**src/rtl/mdl_pkg.sv**
```systemverilog
`default_nettype none

package mdl_pkg;

   localparam int unsigned FIELD_W = 6;

   // Request kinds carried on req_tuser
   localparam logic [1:0] REQ_TOUCH  = 2'd0;
   localparam logic [1:0] REQ_QUERY  = 2'd1;
   localparam logic [1:0] REQ_RESIZE = 2'd2;

   // Broadcast to every cell for the transaction being taken
   typedef struct packed {
      logic               update;
      logic               touch_en;
      logic               grow_en;
      logic               shrink_en;
      logic               any_match;
      logic [FIELD_W-1:0] desktop;
      logic [FIELD_W-1:0] size;
      logic [FIELD_W-1:0] length;
   } mdl_cmd_type;

   // Handed from each cell to the next one down the row
   typedef struct packed {
      logic               seen;    // a match exists in an earlier slot
      logic               first;   // this slot holds the first match
      logic               hit;     // query successor found so far
      logic [FIELD_W-1:0] value;   // query successor value so far
   } mdl_link_type;

endpackage

`default_nettype wire

```
**src/rtl/mdl_cell.sv**
```systemverilog
`default_nettype none

module mdl_cell #(
   parameter int unsigned INDEX = 0
) (
   input  wire                       clock,
   input  wire                       reset,
   input  wire  mdl_pkg::mdl_cmd_type  cmd,
   input  wire  [mdl_pkg::FIELD_W-1:0] prev_entry,
   input  wire  mdl_pkg::mdl_link_type link_in,
   output mdl_pkg::mdl_link_type     link_out,
   output logic [mdl_pkg::FIELD_W-1:0] entry
);
   import mdl_pkg::*;

   localparam logic [FIELD_W-1:0] SLOT      = FIELD_W'(INDEX);
   localparam logic [FIELD_W-1:0] SLOT_NEXT = FIELD_W'(INDEX + 1);

   logic [FIELD_W-1:0] entry_ff, entry_in;
   logic               in_list, match, shift;

   always_comb begin
      in_list = SLOT < cmd.length;
      match   = in_list && (entry_ff == cmd.desktop);

      link_out.first = match && !link_in.seen;
      link_out.seen  = link_in.seen || match;
      // successor of the first match, only if it lies inside the list
      link_out.hit   = link_in.hit || (link_in.first && in_list);
      link_out.value = (link_in.first && in_list) ? entry_ff : link_in.value;

      // slots up to the removed one move back by one
      shift = cmd.any_match ? !link_in.seen : in_list;

      entry_in = entry_ff;
      if (cmd.touch_en && shift) begin
         entry_in = prev_entry;
      end else if (cmd.grow_en && !in_list && (SLOT < cmd.size)) begin
         entry_in = SLOT_NEXT;
      end else if (cmd.shrink_en && (SLOT < cmd.size) && (entry_ff > cmd.size)) begin
         entry_in = cmd.size;
      end
   end

   always_ff @(posedge clock) begin
      if (reset) begin
         entry_ff <= SLOT_NEXT;
      end else if (cmd.update) begin
         entry_ff <= entry_in;
      end
   end

   assign entry = entry_ff;

endmodule

`default_nettype wire

```
**src/rtl/mru_desktop_list.sv**
```systemverilog
`default_nettype none
// Move-to-front list of desktop numbers.
// Input channel req_*: one transaction per request. req_tuser carries the
// request kind (touch, query next, resize); req_tdata carries desktop in
// bits 5:0 and the requested list size in bits 11:6.
// Result channel rsp_*: exactly one transaction per request, in order.
// rsp_tdata[5:0] is result_desktop, rsp_tuser is the accepted flag.
// rsp_tvalid rises in the cycle after req acceptance. Throughput is one
// request per cycle while the receiver does not stall: each list slot
// is a cell that compares its entry with the request and takes its
// neighbour's entry in the same cycle, so touch, query and resize all complete.
// The result sits in one output register; a new request is taken while
// that register is empty or being drained. When the receiver stalls with
// a result pending, req_tready drops until the result is taken.
// Reset (synchronous) empties the list (length zero), loads slot i with
// i+1 and discards any pending result.
module mru_desktop_list #(
   parameter int unsigned MAX_DESKTOPS = 32
) (
   input  wire         clock,
   input  wire         reset,
   input  wire         req_tvalid,
   output logic        req_tready,
   input  wire  [15:0] req_tdata,   // desktop [5:0], req_size [11:6], zero pad
   input  wire  [1:0]  req_tuser,   // req_type [1:0]
   output logic        rsp_tvalid,
   input  wire         rsp_tready,
   output logic [7:0]  rsp_tdata,   // result_desktop [5:0], zero pad
   output logic        rsp_tuser    // accepted [0]
);
   import mdl_pkg::*;

   localparam logic [FIELD_W-1:0] MAX_SIZE = FIELD_W'(MAX_DESKTOPS);
   localparam logic [FIELD_W-1:0] ONE      = FIELD_W'(1);

   logic [FIELD_W-1:0] length_ff, length_in;
   logic               rsp_valid_ff;
   logic [FIELD_W-1:0] result_ff, result_in;
   logic               accepted_ff, accepted_in;

   logic               take;
   logic [FIELD_W-1:0] desktop, req_size, size_sat;
   logic [1:0]         req_type;
   logic               touch_ok;
   mdl_cmd_type        cmd;

   mdl_link_type       links [MAX_DESKTOPS+1];
   logic [FIELD_W-1:0] entries [MAX_DESKTOPS];

   assign req_tready = !rsp_valid_ff || rsp_tready;
   assign take       = req_tvalid && req_tready;
   assign desktop    = req_tdata[5:0];
   assign req_size   = req_tdata[11:6];
   assign req_type   = req_tuser;

   assign links[0] = '0;

   generate
      for (genvar i = 0; i < MAX_DESKTOPS; i++) begin : g_cell
         mdl_cell #(
            .INDEX(i)
         ) u_cell (
            .clock     (clock),
            .reset     (reset),
            .cmd       (cmd),
            .prev_entry((i == 0) ? desktop : entries[(i == 0) ? 0 : i-1]),
            .link_in   (links[i]),
            .link_out  (links[i+1]),
            .entry     (entries[i])
         );
      end
   endgenerate

   always_comb begin
      size_sat = (req_size > MAX_SIZE) ? MAX_SIZE : req_size;
      touch_ok = (length_ff != '0) && (desktop <= length_ff);

      cmd.update    = take;
      cmd.touch_en  = (req_type == REQ_TOUCH) && touch_ok;
      cmd.grow_en   = (req_type == REQ_RESIZE) && (size_sat >= length_ff);
      cmd.shrink_en = (req_type == REQ_RESIZE) && (size_sat < length_ff);
      cmd.any_match = links[MAX_DESKTOPS].seen;
      cmd.desktop   = desktop;
      cmd.size      = size_sat;
      cmd.length    = length_ff;

      length_in   = length_ff;
      result_in   = '0;
      accepted_in = 1'b1;
      case (req_type)
         REQ_TOUCH: begin
            accepted_in = touch_ok;
         end
         REQ_QUERY: begin
            if (links[MAX_DESKTOPS].hit) begin
               result_in = links[MAX_DESKTOPS].value;
            end else if (length_ff != '0) begin
               result_in = entries[0];
            end else begin
               result_in = ONE;
            end
         end
         REQ_RESIZE: begin
            length_in = size_sat;
         end
         default: begin
            length_in = length_ff;
         end
      endcase
   end

   always_ff @(posedge clock) begin
      if (reset) begin
         length_ff    <= '0;
         rsp_valid_ff <= 1'b0;
      end else begin
         if (take) begin
            length_ff <= length_in;
         end
         if (take) begin
            rsp_valid_ff <= 1'b1;
         end else if (rsp_tready) begin
            rsp_valid_ff <= 1'b0;
         end
      end
   end

   always_ff @(posedge clock) begin
      if (take) begin
         result_ff   <= result_in;
         accepted_ff <= accepted_in;
      end
   end

   assign rsp_tvalid = rsp_valid_ff;
   assign rsp_tdata  = {2'b00, result_ff};
   assign rsp_tuser  = accepted_ff;

   // list never grows past the number of cells
   a_length_bound: assert property (@(posedge clock) disable iff (reset)
      length_ff <= MAX_SIZE)
      else $error("list length beyond cell count");

   // every request taken yields a result next cycle
   a_req_to_rsp: assert property (@(posedge clock) disable iff (reset)
      take |=> rsp_valid_ff)
      else $error("request produced no result");

   // an ignored touch carries no desktop number
   a_reject_zero: assert property (@(posedge clock) disable iff (reset)
      (rsp_valid_ff && !accepted_ff) |-> (result_ff == '0))
      else $error("rejected touch with nonzero result");

   // length only changes when a request is taken
   a_length_hold: assert property (@(posedge clock) disable iff (reset)
      !take |=> $stable(length_ff))
      else $error("length changed without a request");

endmodule

`default_nettype wire
```
**config.mk**
```make
export PLATFORM = sky130hd
export DESIGN_NAME = mru_desktop_list
export DESIGN_NICKNAME = d
export VERILOG_FILES = /design/src/rtl/mdl_pkg.sv /design/src/rtl/mdl_cell.sv /design/src/rtl/mru_desktop_list.sv
export SDC_FILE = /design/constraint.sdc
export NUM_CORES = 1
export LEC_CHECK = 0
export BUFFER_PORTS_ARGS = -buffer_cell sky130_fd_sc_hd__buf_2
export CAP_MARGIN = 20
export CORE_ASPECT_RATIO = 0.5
export CORE_MARGIN = 4
export CORE_UTILIZATION = 40
export DETAILED_ROUTE_END_ITERATION = 8
export PLACE_DENSITY = 0.54
export SKIP_LAST_GASP = 1
export SLEW_MARGIN = 20
export SYNTH_ARGS = -nofsm -noshare
export SYNTH_HDL_FRONTEND = slang
export SYNTH_SLANG_ARGS = --single-unit
```
**constraint.sdc**
```tcl
create_clock -name clock -period 6.1 [get_ports clock]
set_input_delay 0.305 -clock clock [delete_from_list [all_inputs] [get_ports clock]]
set_output_delay 0.305 -clock clock [all_outputs]
set_load 0.01 [all_outputs]
```
# == Word level (Yosys, flattened, before mapping) ==
# Index checks and enable logic that the tools add are counted.
# W data, S select, Z words.
# totals
output_inout_bits,11
wordCells,786
inputBits,22
register_bits,206
# classes
mux,164
eq_ne,34
n_reduce_logical,452
n_lt_le_gt_ge,100
# ops
cell,count
$mux W6,130
$logic_and A1 B1 Y1,258
$eq A6 B6 Y1,32
$gt A6 B6 Y1,32
$lt A5 B6 Y1 const A,32
$lt A4 B6 Y1 const A,16
$reduce_bool A3 Y1,32
$reduce_and A2 Y1,33
$logic_not A1 Y1,64
$logic_or A1 B1 Y1,62
$lt A3 B6 Y1 const A,8
$mux W1,34
$lt A1 B6 Y1 const A,4
$lt A2 B6 Y1 const A,4
$ge A6 B6 Y1,1
$gt A6 B6 Y1 const B,1
$le A6 B6 Y1,1
$lt A6 B6 Y1,1
$reduce_bool A6 Y1,1
$eq A2 B1 Y1 const B,1
$eq A2 B2 Y1 const B,1
$logic_not A2 Y1,1
$reduce_bool A2 Y1,1

# == Depth between registers and ports, before layout ==
# depth
word_depth,37
depth_mapped,19

# == By module ==
# Synthesis repeated with hierarchy kept, for this count alone.
# hier_totals
cells_unflattened,2810
hier_area_um2,23666.4
# by_module_without_submodules
mod,n_inst,cells_each,area_per_inst_um2
mru_desktop_list,1,117,1042.2
mdl_cell (g_cell[22].u_cell),1,91,780.7
mdl_cell (g_cell[10].u_cell),1,98,777.0
mdl_cell (g_cell[20].u_cell),1,91,762.0
mdl_cell (g_cell[14].u_cell),1,88,754.5
mdl_cell (g_cell[9].u_cell),1,82,747.0
mdl_cell (g_cell[21].u_cell),1,89,744.5
mdl_cell (g_cell[25].u_cell),1,86,730.7
mdl_cell (g_cell[30].u_cell),1,93,726.9
mdl_cell (g_cell[16].u_cell),1,87,723.2
mdl_cell (g_cell[17].u_cell),1,83,721.9
mdl_cell (g_cell[0].u_cell),1,82,718.2
mdl_cell (g_cell[28].u_cell),1,86,715.7
mdl_cell (g_cell[18].u_cell),1,87,711.9
+19 rows,--,--,--

# == Worst setup path before layout ==
# No wires, ideal clock.
# synth_path
path_kind,input port to flip-flop
start,input port req_tdata[11]
end,register g_cell[10].u_cell.entry_ff[4]
path_stages,16
arrival_time_ns,3.939
path_slack_ns,2.039
cell_sequence,clkbuf_1 inv_1 clkbuf_1 nand2_1 clkbuf_1 ha_1 nor2b_1 o21a_1 o21a_1 o21ai_0 nand2b_1 a21oi_1 or4bb_1 a31o_2 buf_2 o311a_1
# synth_between
elab_chain_cells,8
word_cells_on_any_way,17
classes_between,order compare (5); mux (4); reduce/logical (8)
# synth_lines
element,line,text
start: declaration,mru_desktop_list.sv:24,"input wire [15:0] req_tdata,"
$gt A6 B6 Y1,mru_desktop_list.sv:75,size_sat = (req_size > MAX_SIZE) ? MAX_SIZE : req_size;
$mux W6 (*),mru_desktop_list.sv:75,
$lt A6 B6 Y1 or $ge A6 B6 Y1 (tied branches),"mru_desktop_list.sv:81, mru_desktop_list.sv:80",
$logic_and A1 B1 Y1 (on tied branches),"mru_desktop_list.sv:81, mru_desktop_list.sv:80",
$logic_and A1 B1 Y1 (on tied branches) (2 in series),"mdl_cell.sv:40, mdl_cell.sv:38",
$reduce_bool A3 Y1 (no source line) or $mux W6 (tied branches),--,
$reduce_and A2 Y1 (no source line) or $mux W6 (tied branches),--,
end signal: assignment,mdl_cell.sv:49,entry_ff <= entry_in;
end: declaration,mdl_cell.sv:19,"logic [FIELD_W-1:0] entry_ff, entry_in;"
# Mark *: on every way between the ends. The rest lies on a longest branch, timed or not. The select of a mux whose other input is x is not followed.
# A chain may end at the register's enable or synchronous reset.

# == Worst setup path in the final report ==
# layout_path
start,register length_ff[3]
end,register g_cell[17].u_cell.entry_ff[3]
# layout_between
elab_chain_cells,37
word_cells_on_any_way,115
classes_between,order compare (35); mux (3); reduce/logical (77)
# layout_lines
element,line,text
start: declaration,mru_desktop_list.sv:36,"logic [FIELD_W-1:0] length_ff, length_in;"
start signal: assignment,mru_desktop_list.sv:118,length_ff <= length_in;
$lt A1 B6 Y1,mdl_cell.sv:23,in_list = SLOT < cmd.length;
$logic_and A1 B1 Y1,mdl_cell.sv:24,match = in_list && (entry_ff == cmd.desktop);
$logic_or A1 B1 Y1 (31 in series),mdl_cell.sv:27,link_out.seen = link_in.seen || match;
$mux W1,mdl_cell.sv:33,shift = cmd.any_match ? !link_in.seen : in_list;
$logic_and A1 B1 Y1,mdl_cell.sv:36,if (cmd.touch_en && shift) begin
$reduce_bool A3 Y1 (no source line),--,
$reduce_and A2 Y1 (no source line),--,
end signal: assignment,mdl_cell.sv:49,
end: declaration,mdl_cell.sv:19,
# Several ways; a longest one is shown, not always the timed one.

==> impl_metrics.env <==
export IMPL_cts_sinks=206
export IMPL_nNetsFinal=2893
export IMPL_fmax_mhz=177
export IMPL_die_w_microns=330
export IMPL_max_cap_violations=0
export IMPL_core_area_sq_um=50700
export IMPL_drt_vias_per_instance=6.38
export IMPL_timing_setup_tns_ns=0
export IMPL_syn_avg_cell_area_sq_um=7.71
export IMPL_required_ns=6.60
export IMPL_synthArstFlopShare=0
export IMPL_hold_path_class="in2reg"
export IMPL_row_count=58
export IMPL_start_util=0.409
export IMPL_ios=33
export IMPL_firstDrtPassIters=5
export IMPL_ir_worst_vdd_mv=0.124
export IMPL_grt_max_degree=47
export IMPL_synth_cell_types=109
export IMPL_overflow=0
export IMPL_path_class="reg2reg"
export IMPL_drc=0
export IMPL_cp_arrival_ns=6.13
export IMPL_grt_pass1_vias=19800
export IMPL_yosys_register_bits=206
export IMPL_netlist_area_sq_um=20700
export IMPL_grt_use_total=0.305
export IMPL_syn_inst=2691
export IMPL_clkTransAtPathRegs_ns=0.08
export IMPL_vias=21500
export IMPL_maxSlewViolCount=0
export IMPL_io_buffers=26
export IMPL_placed_cell_area_sq_um=21600
export IMPL_fin_area_sq_um=22400
export IMPL_synth_enable_flop_cells=7
export IMPL_ant_nets=0
export IMPL_finalPower_mw=4.00
export IMPL_finalClockSkew_ns=0.0251
export IMPL_finalHoldViolCount=0
export IMPL_critPathMaxFanout=18
export IMPL_status="finished clean"
export IMPL_timing_hold_ws_ns=0.0432
export IMPL_clock_root_buffer="clkbuf_16"
export IMPL_relSlewSlack=0.185
export IMPL_setup_viol=0
export IMPL_endpoint_kind="flip-flop"
export IMPL_powerDensity_nw_per_um2=178
export IMPL_cts_resized=0
export IMPL_fp_dieH_microns=169
export IMPL_ys_warn_count=0
export IMPL_ctsHtreeMaxLevel=1
export IMPL_syn_to_final_growth_pct=7.99
export IMPL_cts_inserted_buffers=23
export IMPL_post_drt_wl_per_cell_microns=25.9
export IMPL_gp_congestion=1.03
export IMPL_seq_area_frac_synth=0.202
export IMPL_worst_pin_slew_ns=1.19
export IMPL_finalCriticalPeriod_ns=5.64
export IMPL_synth_ff_type="dfxtp_1"
export IMPL_cts_buffer_depth=3
export IMPL_clk_insertion_delay_late_ns=0.58
export IMPL_cts_tree="built"
export IMPL_dieArea_sq_um=55800
export IMPL_drtIter0Drc=2546
export IMPL_grt_first_pass_wirelength_microns=130000
export IMPL_post_route_period_util=0.924
export IMPL_rsz0062_at_grt="false"
export IMPL_p_leak_nw=9.07
export IMPL_hpwl_microns=63700
export IMPL_crit_path_start_kind="flip-flop"
export IMPL_layout_drive_gt1_share=0.0894
export IMPL_antenna_found_initial=0
export IMPL_wirelength_microns=87500
-- path summary, 6_finish.rpt --
path	slack [ns]	to	cells after the start	start
worst min register to register	0.53	g_cell[23].u_cell.entry[0]	2	g_cell[22].u_cell.entry[0]
worst max-delay path	0.46	g_cell[17].u_cell.entry[3]	10	length_ff[3]
worst min-delay path	0.04	rsp_tvalid	3	rsp_tready
worst max register to register	0.46	g_cell[17].u_cell.entry[3]	10	length_ff[3]
-- synthesized netlist by cell type (10+ instances only) --
cell type / number / area (sq um)
o211ai_1: 64 / 480
o31ai_1: 16 / 120
a22oi_1: 12 / 90.1
nor2_1: 254 / 953
dfxtp_1: 199 / 3980
clkbuf_1: 95 / 357
nand2b_1: 47 / 294
xnor2_1: 86 / 753
o22ai_1: 27 / 169
a221o_1: 12 / 120
o221ai_1: 11 / 96.3
nor3_1: 71 / 355
and3_1: 31 / 194
nand4_1: 69 / 432
a221oi_1: 14 / 123
buf_4: 19 / 143
and2_1: 11 / 68.8
o311ai_0: 10 / 87.6
mux2i_1: 41 / 410
xor2_1: 105 / 920
nor4_1: 42 / 263
inv_1: 105 / 394
o21ai_0: 121 / 606
ha_1: 204 / 2550
a21o_1: 20 / 150
o21a_1: 53 / 398
a21oi_1: 149 / 746
a311oi_1: 22 / 193
buf_2: 42 / 210
a211o_1: 15 / 131
a31oi_1: 32 / 200
a211oi_1: 87 / 653
or3_1: 22 / 138
nor2b_1: 53 / 332
nand2_1: 187 / 702
or2_2: 13 / 81.3
and4_1: 13 / 114
nand3_1: 105 / 526
-- worst max-delay path, stage by stage (launching register included) --
cell      delay [ns]
dfxtp_1         0.51
nor3_2          0.78
nand2_1         0.34
nand4_1         0.32
and3_1          0.47
nand4_4         0.33
or4_1           1.03
o2111a_1        0.58
o31ai_2         0.82
a211oi_1        0.13
a211oi_2        0.22
-- cell families after synthesis --
family | after synthesis | share of synthesized area
flops | 206 | 0.202
xor+xnor | 192 | 0.0814
fa+ha+maj | 204 | 0.123
buf+inv | 280 | 0.0612
compound gates | 786 | 0.268
simple gates | 975 | 0.240
mux | 47 | 0.0230
other cells | 1 | 0.000181
-- final cells by class --
| cell class | instances | area [sq um] |
|---|---|---|
| Antenna cell | 1 | 2.50 |
| Clock buffer | 32 | 629 |
| Clock inverter | 10 | 116 |
| Fill cell | 5233 | 28300 |
| Inverter | 108 | 405 |
| Multi-Input combinational cell | 2206 | 15300 |
| Sequential cell | 206 | 4190 |
| Tap cell | 690 | 863 |
| Timing Repair Buffer | 122 | 881 |
-- metal layers --
layer,track usage,vias to the layer above,part of all wire,wire length [microns]
met3,0.0879,143,0.11,9370
met4,0.0687,0,0.023,2020
met2,0.439,956,0.40,34900
li1,-,10000,-,-
met1,0.447,10400,0.47,41200
met5,0,-,0,0
-- stage by stage --
stage | utilization | instances | setup WS [ns]
2_1_floorplan | - | 2692 | 2.04
5_1_grt | 0.441 | 3374 | 0.300
6_report | 0.442 | 3375 | 0.463
3_3_place_gp | 0.426 | 3331 | 0.751
3_5_place_dp | 0.426 | 3331 | 0.687
4_1_cts | 0.441 | 3374 | 0.696
-- report_power, final --
| group | internal [mW] | switching (mW) |
|---|---|---|
| Clock | 0.811 | 0.676 |
| Sequential | 1.41 | 0.116 |
| Combinational | 0.363 | 0.618 |
-- state kept, by name, indices dropped and copies added (netlist names) --
name                 cells
rsp_tuser                1
length_ff                6
rsp_tvalid               1
result_ff                6
g_cell.u_cell.entry    192
-- repair_timing --
item,4_1_cts,5_1_grt
setup buffers,0,0
endpoints found under the hold margin,1,0
hold buffers,1,0
-- cell usage in the layout, fill, tap and decap left out, types with 9 or more instances in the layout --
master,count
a211o_1,15
a211oi_1,87
a21o_1,20
a21oi_1,149
a221o_1,12
a221oi_1,14
a22oi_1,12
a311oi_1,22
a31oi_1,32
and2_1,12
and3_1,31
and4_1,13
buf_2,25
buf_4,94
clkbuf_16,23
dfxtp_1,199
ha_1,204
inv_1,102
mux2i_1,41
nand2_1,183
nand2b_1,47
nand3_1,105
nand4_1,69
nor2_1,254
nor2b_1,53
nor3_1,71
nor4_1,41
o211ai_1,64
o21a_1,53
o21ai_0,120
o221ai_1,11
o22ai_1,27
o311ai_0,9
o31ai_1,16
or2_2,13
or3_1,22
or4_1,9
xnor2_1,86
xor2_1,105
Power figures use the tool's default switching activity.
